**src/hdl/thci_pkg.sv**
```systemverilog
package thci_pkg;

   // table geometry
   localparam int TABLE_DEPTH = 256;
   localparam int IDX_W       = 9;   // one-based entry index, 0..TABLE_DEPTH
   localparam int SRCH_W      = 10;  // search bounds, reach past the table end
   localparam int ADDR_W      = 8;   // zero-based memory address
   localparam int DATA_W      = 32;  // Q16.16 value
   localparam int MIN_SIZE    = 4;   // four-point window

   // wide arithmetic
   localparam int LIMB_W = 32;
   localparam int NUM_W  = 128;      // |y| times three differences
   localparam int DEN_W  = 96;       // three differences
   localparam int ACC_W  = 130;      // sum of four signed quotients
   localparam int NUM_LIMBS = NUM_W / LIMB_W;
   localparam int DEN_LIMBS = DEN_W / LIMB_W;

   // command codes on the request channel
   localparam logic CMD_LOAD  = 1'b0;
   localparam logic CMD_QUERY = 1'b1;

   // saturation limits
   localparam logic [DATA_W-1:0] Y_MAX = {1'b0, {(DATA_W-1){1'b1}}};
   localparam logic [DATA_W-1:0] Y_MIN = {1'b1, {(DATA_W-1){1'b0}}};

   // controller to datapath
   typedef struct packed {
      logic              wr_en;
      logic              qry_load;
      logic              hold_load;
      logic              term_load;
      logic              op_num;
      logic              op_den;
      logic              mul_num;
      logic              mul_den;
      logic              div_init;
      logic              div_step;
      logic              acc_clear;
      logic              acc_add;
      logic              out_load;
      logic              degen;
      logic [ADDR_W-1:0] rd_addr;
   } dp_cmd_type;

   // datapath to controller
   typedef struct packed {
      logic ge;          // query x >= read x
      logic gt;          // query x >  read x
      logic rd_gt_hold;  // read x > held x (table direction)
      logic den_zero;
   } dp_stat_type;

endpackage

```
**src/hdl/thci_control.sv**
```systemverilog
module thci_control (
   input  logic                       clock,
   input  logic                       reset,
   input  logic                       start,
   output logic                       busy,
   input  logic                       req_cmd,
   input  logic [thci_pkg::IDX_W-1:0] req_entry_index,
   input  logic                       csr_valid,
   output logic                       csr_ready,
   input  logic [thci_pkg::IDX_W-1:0] csr_data,
   input  thci_pkg::dp_stat_type      stat,
   output thci_pkg::dp_cmd_type       cmd,
   output logic                       rsp_strobe,
   output logic [thci_pkg::IDX_W-1:0] rsp_bracket_index
);
   import thci_pkg::*;

   localparam logic [4:0] S_IDLE  = 5'd0;
   localparam logic [4:0] S_RD1   = 5'd1;
   localparam logic [4:0] S_RDN   = 5'd2;
   localparam logic [4:0] S_ASC   = 5'd3;
   localparam logic [4:0] S_H0    = 5'd4;
   localparam logic [4:0] S_UP    = 5'd5;
   localparam logic [4:0] S_DN    = 5'd6;
   localparam logic [4:0] S_BIS   = 5'd7;
   localparam logic [4:0] S_BM    = 5'd8;
   localparam logic [4:0] S_WIN   = 5'd9;
   localparam logic [4:0] S_TRD   = 5'd10;
   localparam logic [4:0] S_TLD   = 5'd11;
   localparam logic [4:0] S_MRD   = 5'd12;
   localparam logic [4:0] S_MLN   = 5'd13;
   localparam logic [4:0] S_MULN  = 5'd14;
   localparam logic [4:0] S_MLD   = 5'd15;
   localparam logic [4:0] S_MULD  = 5'd16;
   localparam logic [4:0] S_NEXTM = 5'd17;
   localparam logic [4:0] S_DCHK  = 5'd18;
   localparam logic [4:0] S_DIV   = 5'd19;
   localparam logic [4:0] S_ACC   = 5'd20;
   localparam logic [4:0] S_OUT   = 5'd21;

   localparam logic [6:0] DIV_LAST = 7'(NUM_W - 1);
   localparam logic [1:0] NUM_LAST = 2'(NUM_LIMBS - 1);
   localparam logic [1:0] DEN_LAST = 2'(DEN_LIMBS - 1);
   localparam logic [1:0] LAST_PT  = 2'(MIN_SIZE - 1);

   logic [4:0]        state_ff, state_in;
   logic [IDX_W-1:0]  size_ff, size_in;
   logic [SRCH_W-1:0] jlo_ff, jlo_in, jhi_ff, jhi_in, inc_ff, inc_in;
   logic [IDX_W-1:0]  jm_ff, jm_in, j_ff, j_in, last_ff, last_in, k_ff, k_in;
   logic              asc_ff, asc_in, degen_ff, degen_in, strobe_ff, strobe_in;
   logic [1:0]        i_ff, i_in, m_ff, m_in, limb_ff, limb_in;
   logic [6:0]        cnt_ff, cnt_in;

   logic [IDX_W-1:0]  n, km1, klim;
   logic [SRCH_W-1:0] n10, inc2, probe, up_t;
   logic [SRCH_W:0]   mid_sum;
   logic              accept;

   // clamp the configured size to the legal range
   always_comb begin
      if (size_ff < IDX_W'(MIN_SIZE)) n = IDX_W'(MIN_SIZE);
      else if (size_ff > IDX_W'(TABLE_DEPTH)) n = IDX_W'(TABLE_DEPTH);
      else n = size_ff;
   end

   assign n10       = {1'b0, n};
   assign inc2      = inc_ff << 1;
   assign up_t      = jhi_ff + inc2;
   assign mid_sum   = {1'b0, jhi_ff} + {1'b0, jlo_ff};
   assign accept    = start && (state_ff == S_IDLE);
   assign busy      = (state_ff != S_IDLE);
   assign csr_ready = 1'b1;
   assign km1       = (j_ff <= IDX_W'(1)) ? IDX_W'(1) : j_ff - IDX_W'(1);
   assign klim      = n - IDX_W'(3);

   always_comb begin
      state_in  = state_ff;
      size_in   = size_ff;
      jlo_in    = jlo_ff;
      jhi_in    = jhi_ff;
      inc_in    = inc_ff;
      jm_in     = jm_ff;
      j_in      = j_ff;
      last_in   = last_ff;
      k_in      = k_ff;
      asc_in    = asc_ff;
      degen_in  = degen_ff;
      strobe_in = 1'b0;
      i_in      = i_ff;
      m_in      = m_ff;
      limb_in   = limb_ff;
      cnt_in    = cnt_ff;
      probe     = SRCH_W'(1);
      cmd       = '0;

      if (csr_valid && csr_ready) size_in = csr_data;

      case (state_ff)
         S_IDLE: begin
            if (accept) begin
               if (req_cmd == CMD_QUERY) begin
                  cmd.qry_load = 1'b1;
                  state_in     = S_RD1;
               end else begin
                  cmd.wr_en = (req_entry_index != '0) &&
                              (req_entry_index <= IDX_W'(TABLE_DEPTH));
               end
            end
         end
         S_RD1: begin
            probe    = SRCH_W'(1);
            state_in = S_RDN;
         end
         S_RDN: begin
            cmd.hold_load = 1'b1;
            probe         = n10;
            state_in      = S_ASC;
         end
         // direction, then start from the kept index, or bisect the whole table if it is out of range
         S_ASC: begin
            asc_in = stat.rd_gt_hold;
            if (last_ff == '0 || last_ff > n) begin
               jlo_in   = '0;
               jhi_in   = n10 + SRCH_W'(1);
               state_in = S_BIS;
            end else begin
               jlo_in   = {1'b0, last_ff};
               probe    = {1'b0, last_ff};
               state_in = S_H0;
            end
         end
         S_H0: begin
            if (stat.ge == asc_ff) begin
               if (jlo_ff == n10) begin
                  j_in     = n;
                  state_in = S_WIN;
               end else begin
                  inc_in   = SRCH_W'(1);
                  jhi_in   = jlo_ff + SRCH_W'(1);
                  probe    = jlo_ff + SRCH_W'(1);
                  state_in = S_UP;
               end
            end else if (jlo_ff == SRCH_W'(1)) begin
               j_in     = '0;
               state_in = S_WIN;
            end else begin
               inc_in   = SRCH_W'(1);
               jhi_in   = jlo_ff;
               jlo_in   = jlo_ff - SRCH_W'(1);
               probe    = jlo_ff - SRCH_W'(1);
               state_in = S_DN;
            end
         end
         // gallop upward
         S_UP: begin
            if (stat.ge == asc_ff) begin
               jlo_in = jhi_ff;
               inc_in = inc2;
               if (up_t > n10) begin
                  jhi_in   = n10 + SRCH_W'(1);
                  state_in = S_BIS;
               end else begin
                  jhi_in = up_t;
                  probe  = up_t;
               end
            end else begin
               state_in = S_BIS;
            end
         end
         // gallop downward
         S_DN: begin
            if (!stat.ge == asc_ff) begin
               jhi_in = jlo_ff;
               inc_in = inc2;
               if (inc2 >= jlo_ff) begin
                  jlo_in   = '0;
                  state_in = S_BIS;
               end else begin
                  jlo_in = jlo_ff - inc2;
                  probe  = jlo_ff - inc2;
               end
            end else begin
               state_in = S_BIS;
            end
         end
         // bisect the bracket
         S_BIS: begin
            if (jhi_ff - jlo_ff > SRCH_W'(1)) begin
               jm_in    = mid_sum[IDX_W:1];
               probe    = {1'b0, mid_sum[IDX_W:1]};
               state_in = S_BM;
            end else begin
               j_in     = jlo_ff[IDX_W-1:0];
               state_in = S_WIN;
            end
         end
         S_BM: begin
            if (stat.gt == asc_ff) jlo_in = {1'b0, jm_ff};
            else jhi_in = {1'b0, jm_ff};
            state_in = S_BIS;
         end
         // place the four-point window
         S_WIN: begin
            last_in       = j_ff;
            k_in          = (km1 > klim) ? klim : km1;
            cmd.acc_clear = 1'b1;
            degen_in      = 1'b0;
            i_in          = '0;
            state_in      = S_TRD;
         end
         S_TRD: begin
            probe    = {1'b0, k_ff} + SRCH_W'(i_ff);
            state_in = S_TLD;
         end
         S_TLD: begin
            cmd.term_load = 1'b1;
            m_in          = '0;
            state_in      = S_MRD;
         end
         S_MRD: begin
            probe = {1'b0, k_ff} + SRCH_W'(m_ff);
            if (m_ff == i_ff) state_in = S_NEXTM;
            else state_in = S_MLN;
         end
         S_MLN: begin
            probe      = {1'b0, k_ff} + SRCH_W'(m_ff);
            cmd.op_num = 1'b1;
            limb_in    = '0;
            state_in   = S_MULN;
         end
         S_MULN: begin
            probe       = {1'b0, k_ff} + SRCH_W'(m_ff);
            cmd.mul_num = 1'b1;
            limb_in     = limb_ff + 2'd1;
            if (limb_ff == NUM_LAST) state_in = S_MLD;
         end
         S_MLD: begin
            cmd.op_den = 1'b1;
            limb_in    = '0;
            state_in   = S_MULD;
         end
         S_MULD: begin
            cmd.mul_den = 1'b1;
            limb_in     = limb_ff + 2'd1;
            if (limb_ff == DEN_LAST) state_in = S_NEXTM;
         end
         S_NEXTM: begin
            m_in = m_ff + 2'd1;
            if (m_ff == LAST_PT) state_in = S_DCHK;
            else state_in = S_MRD;
         end
         S_DCHK: begin
            if (stat.den_zero) begin
               degen_in = 1'b1;
               state_in = S_OUT;
            end else begin
               cmd.div_init = 1'b1;
               cnt_in       = '0;
               state_in     = S_DIV;
            end
         end
         S_DIV: begin
            cmd.div_step = 1'b1;
            cnt_in       = cnt_ff + 7'd1;
            if (cnt_ff == DIV_LAST) state_in = S_ACC;
         end
         S_ACC: begin
            cmd.acc_add = 1'b1;
            i_in        = i_ff + 2'd1;
            if (i_ff == LAST_PT) state_in = S_OUT;
            else state_in = S_TRD;
         end
         S_OUT: begin
            cmd.out_load = 1'b1;
            cmd.degen    = degen_ff;
            strobe_in    = 1'b1;
            state_in     = S_IDLE;
         end
         default: state_in = S_IDLE;
      endcase

      cmd.rd_addr = ADDR_W'(probe - SRCH_W'(1));
   end

   always_ff @(posedge clock) begin
      if (reset) begin
         state_ff  <= S_IDLE;
         size_ff   <= IDX_W'(MIN_SIZE);
         last_ff   <= '0;
         strobe_ff <= 1'b0;
      end else begin
         state_ff  <= state_in;
         size_ff   <= size_in;
         last_ff   <= last_in;
         strobe_ff <= strobe_in;
      end
      jlo_ff   <= jlo_in;
      jhi_ff   <= jhi_in;
      inc_ff   <= inc_in;
      jm_ff    <= jm_in;
      j_ff     <= j_in;
      k_ff     <= k_in;
      asc_ff   <= asc_in;
      degen_ff <= degen_in;
      i_ff     <= i_in;
      m_ff     <= m_in;
      limb_ff  <= limb_in;
      cnt_ff   <= cnt_in;
   end

   assign rsp_strobe        = strobe_ff;
   assign rsp_bracket_index = j_ff;

endmodule

```
**config.mk**
```make
export PLATFORM = sky130hd
export DESIGN_NAME = thci_control
export DESIGN_NICKNAME = d
export VERILOG_FILES = /design/src/hdl/thci_pkg.sv /design/src/hdl/thci_control.sv
export SDC_FILE = /design/constraint.sdc
export NUM_CORES = 1
export LEC_CHECK = 0
export ABC_AREA = 1
export BUFFER_PORTS_ARGS = -buffer_cell sky130_fd_sc_hd__buf_2
export CAP_MARGIN = 20
export CORE_MARGIN = 2
export CORE_UTILIZATION = 55
export DETAILED_ROUTE_END_ITERATION = 12
export GPL_TIMING_DRIVEN = 0
export PLACE_DENSITY = 0.79
export SYNTH_ARGS = -nofsm -noshare
export SYNTH_HDL_FRONTEND = slang
export SYNTH_SLANG_ARGS = --single-unit
```
**constraint.sdc**
```tcl
create_clock -name clock -period 3.77 [get_ports clock]
set_clock_uncertainty 0.1 [all_clocks]
set_input_delay 0 -clock clock [delete_from_list [all_inputs] [get_ports clock]]
set_output_delay 0 -clock clock [all_outputs]
set_load 0.01 [all_outputs]
```
==> out/qor.yml <==
clock_network:
  insertion_delay_ns: 0.37
  cts_buffers: 9
  root_buffer: "clkbuf_16"
  clock_path_buffers: 2
  cts_tree: "done"
  cts.clk_slew.worst_paths_ns: 0.08
  h-tree-depth: 3
  clock_sinks: 94
place:
  dpl-instance-area_sq_mm: 0.00971
  place.gp.congestion: 1.04
  placement.io_buffers: 59
  hpwl_um: 24000
layout:
  n_fill_cell: 1430
  diodes: 0
  design_area_sq_mm: 0.0109
  drive_gt1_frac: 0.191
  layout.nets: 1518
  syn_to_final_growth_pct: 19.2
floorplan:
  die-area_sq_mm: 0.0176
  fp.dieH_um: 133
  die_w_um: 133
  core_sq_mm: 0.0164
  ios: 61
  rows: 47
  floorplan.initialDensity: 0.556
timing:
  timing.fmax_mhz: 243
  worst_slack_ns: -0.353
  rsz0062_at_grt: "yes"
  period_needed_ns: 4.12
  finalHoldViolCount: 0
  worstMarginPinSlew_ns: 1.10
  finalMaxSlewViolations: 0
  tns_ns: -1.98
  post-route-period-util: 1.09
  setup_violations: 7
  relSlewSlack: 0.263
synth:
  ys_seq_area_frac: 0.283
  synth.largest_area_cell: "edfxtp_1"
  synth_common_cells: "nand2_1 (239), inv_1 (183), nor2_1 (168), o21ai_0 (82), nand3_1 (80)"
  synth_top_area_share: 0.230
  synthFlopType: "edfxtp_1"
  ys_types: 65
  yosysMostFrequentCell: "nand2_1"
  synth_nets: 1396
  yosysWarnings: 0
  synth-seq-cells: 94
  synthTopCellsByArea: "edfxtp_1 (23%), ha_1 (10%), nand2_1 (9.8%)"
  synthCells: 1289
  syn_avg_cell_area_sq_um: 7.08
  synth-edff-count: 70
  ys_async_sr_fraction: 0
  synthesis.area_sq_mm: 0.00913
global_route:
  grtUsageMet1: 0.464
  overflow: 0
  grt_use_met2: 0.552
  grt_first_pass_wirelength_um: 47200
  met3_usage: 0.0648
  busiest_layer: "met2"
  antenna_found_initial: 1
  grt_max_degree: 19
  grt_pass1_vias: 8713
  grt_usage: 0.347
worst_setup_path:
  worstRegToRegCells: 22
  crit_slowest_cell: "edfxtp_1"
  cp-start-kind: "register"
  cp_max_fo: 6
  path_buf_inv: 2
  arrival_ns: 4.02
  crit_required_ns: 3.67
  crit_path_frequent_cell: "nand2_1"
  worstReg2RegEnd: "jhi_ff[8]"
  r2r_slack_ns: 0.08
  critPathTopFamily: "simple AND/OR/NAND/NOR gates"
  end_kind: "output port"
  endpoint: "cmd[7]"
  worst-path-stages: 26
  critPathLaunch: "jhi_ff[3]"
  criticalPathCategory: "reg -> out"
  r2r_start: "jhi_ff[3]"
  slowest_delay_ns: 0.48
power_and_ir_drop:
  ir_drop_uv: 246
  powerDensity_mw_per_mm2: 348
  p_leak_uw: 0.00506
hold_path:
  hold_class: "in -> reg"
  min_from: "csr_valid"
drt:
  routed_wl_um: 31300
  avgRoutedWirePerCell_um: 19.1
  drc: 0
  first_iter_violations: 1179
  final_antenna_net_count: 0
  via_per_inst: 5.89
  num_vias: 9641
  drt-pass1-iter-count: 6
outcome:
  violations: "setup timing"
  status: "complete, but fails checks"
flow_run:
  maxCapViolCount: 0
-- per-stage QoR --
step	hold WS (ns)	instances	setup slack (ns)	util	power (uW)
after global routing	0.0936	1636	-0.514	0.663	3980
after global placement	0.0877	1568	-1.62	0.591	2540
after CTS	0.00463	1626	-0.302	0.647	3670
final	0.0182	1636	-0.353	0.663	3790
after detailed placement	0.0925	1569	-0.715	0.592	2570
after floorplan	-0.0456	1289	0.0898	-	2180
-- kinds of logic (layout without fill, tap and decap cells) --
| family | Yosys count | count (layout) | share of synthesized area |
|---|---|---|---|
| AOI/OAI and AO/OA | 223 | 223 | 0.142 |
| adders and majority gates | 80 | 80 | 0.114 |
| buffers and inverters | 230 | 357 | 0.0994 |
| and+or+nand+nor | 615 | 615 | 0.316 |
| other | 1 | 1 | 0.000411 |
| xor gates and xnor gates | 46 | 46 | 0.0450 |
| DFF | 94 | 94 | 0.283 |
-- layer usage --
metal | part of all wire | wire [um]
met5 | 0 | 0
met4 | 0.040 | 1250
met3 | 0.11 | 3380
met2 | 0.45 | 14100
met1 | 0.40 | 12600
-- worst register-to-register path, cell delays in order, from the launching register on --
cell,delay (ns)
edfxtp_1,0.48
ha_4,0.28
a21o_1,0.19
a31o_2,0.25
xor2_4,0.21
inv_1,0.11
ha_1,0.31
nand2_2,0.09
inv_1,0.05
nand2_1,0.06
nand3_1,0.07
nand2_1,0.07
nand2_1,0.05
nand2_1,0.07
nand2_2,0.06
nand2_4,0.11
nand2_4,0.07
inv_4,0.07
nor2_4,0.04
buf_6,0.12
nor2_4,0.18
a21oi_2,0.06
a2111o_1,0.36
-- how the worst min path moves through the flow --
stage                     slack (ns)          to  depth (start not counted)
after global placement          0.09      asc_ff                          1
after CTS                      0.005  size_ff[5]                          4
after floorplan                -0.05     cmd[21]                          1
after detailed placement        0.09      asc_ff                          1
after global routing            0.09  size_ff[5]                          4
final                           0.02  size_ff[5]                          4
-- sequential cells by signal (all words and copies together), names as in the netlist --
register	flops
m_ff	2
i_ff	2
jhi_ff	10
jm_ff	9
asc_ff	1
cnt_ff	7
state_ff	5
size_ff	9
inc_ff	9
rsp_strobe	1
k_ff	8
degen_ff	1
limb_ff	2
rsp_bracket_index	9
last_ff	9
jlo_ff	10
-- cell type report --
cell class / count / area (sq um) / area share
multi-input cells: 965 / 6040 / 0.555
flip-flops and latches: 94 / 2580 / 0.238
inverters: 203 / 781 / 0.0718
clock inverters: 7 / 62.6 / 0.00575
plain buffers: 27 / 153 / 0.0140
well taps: 220 / 275 / 0.0253
repair buffers: 111 / 753 / 0.0693
clock buffers: 9 / 225 / 0.0207
-- power by group --
part | internal [uW] | switching, uW
registers | 1170 | 54.7
clock network | 464 | 471
logic | 610 | 1020
-- what timing repair did --
item                       in CTS  in global routing
resized for setup              63                 41
setup endpoints to repair      36                 43
pin swaps                      21                 28
hold buffers                   19                  0
hold endpoints to repair       17                  0
gates cloned                    1                  0
setup buffers                  21                 12
-- cell usage in the layout, fill, tap and decap left out, types with 12 or more instances in the layout --
master         count
dfxtp_1           23
nand2_1          228
nand2_2           20
buf_2             64
a21oi_1           71
dlygate4sd3_1     19
ha_1              66
nand3_1           79
nor2_2            14
inv_1            172
buf_4             36
nor2_1           158
o21ai_0           77
nor3_1            18
o22ai_1           13
edfxtp_1          70
inv_2             22
xor2_1            26
nor2_4            12
xnor2_1           13
nand4_1           34
nand2_4           15
No activity file was read; power rests on OpenSTA's default activity.
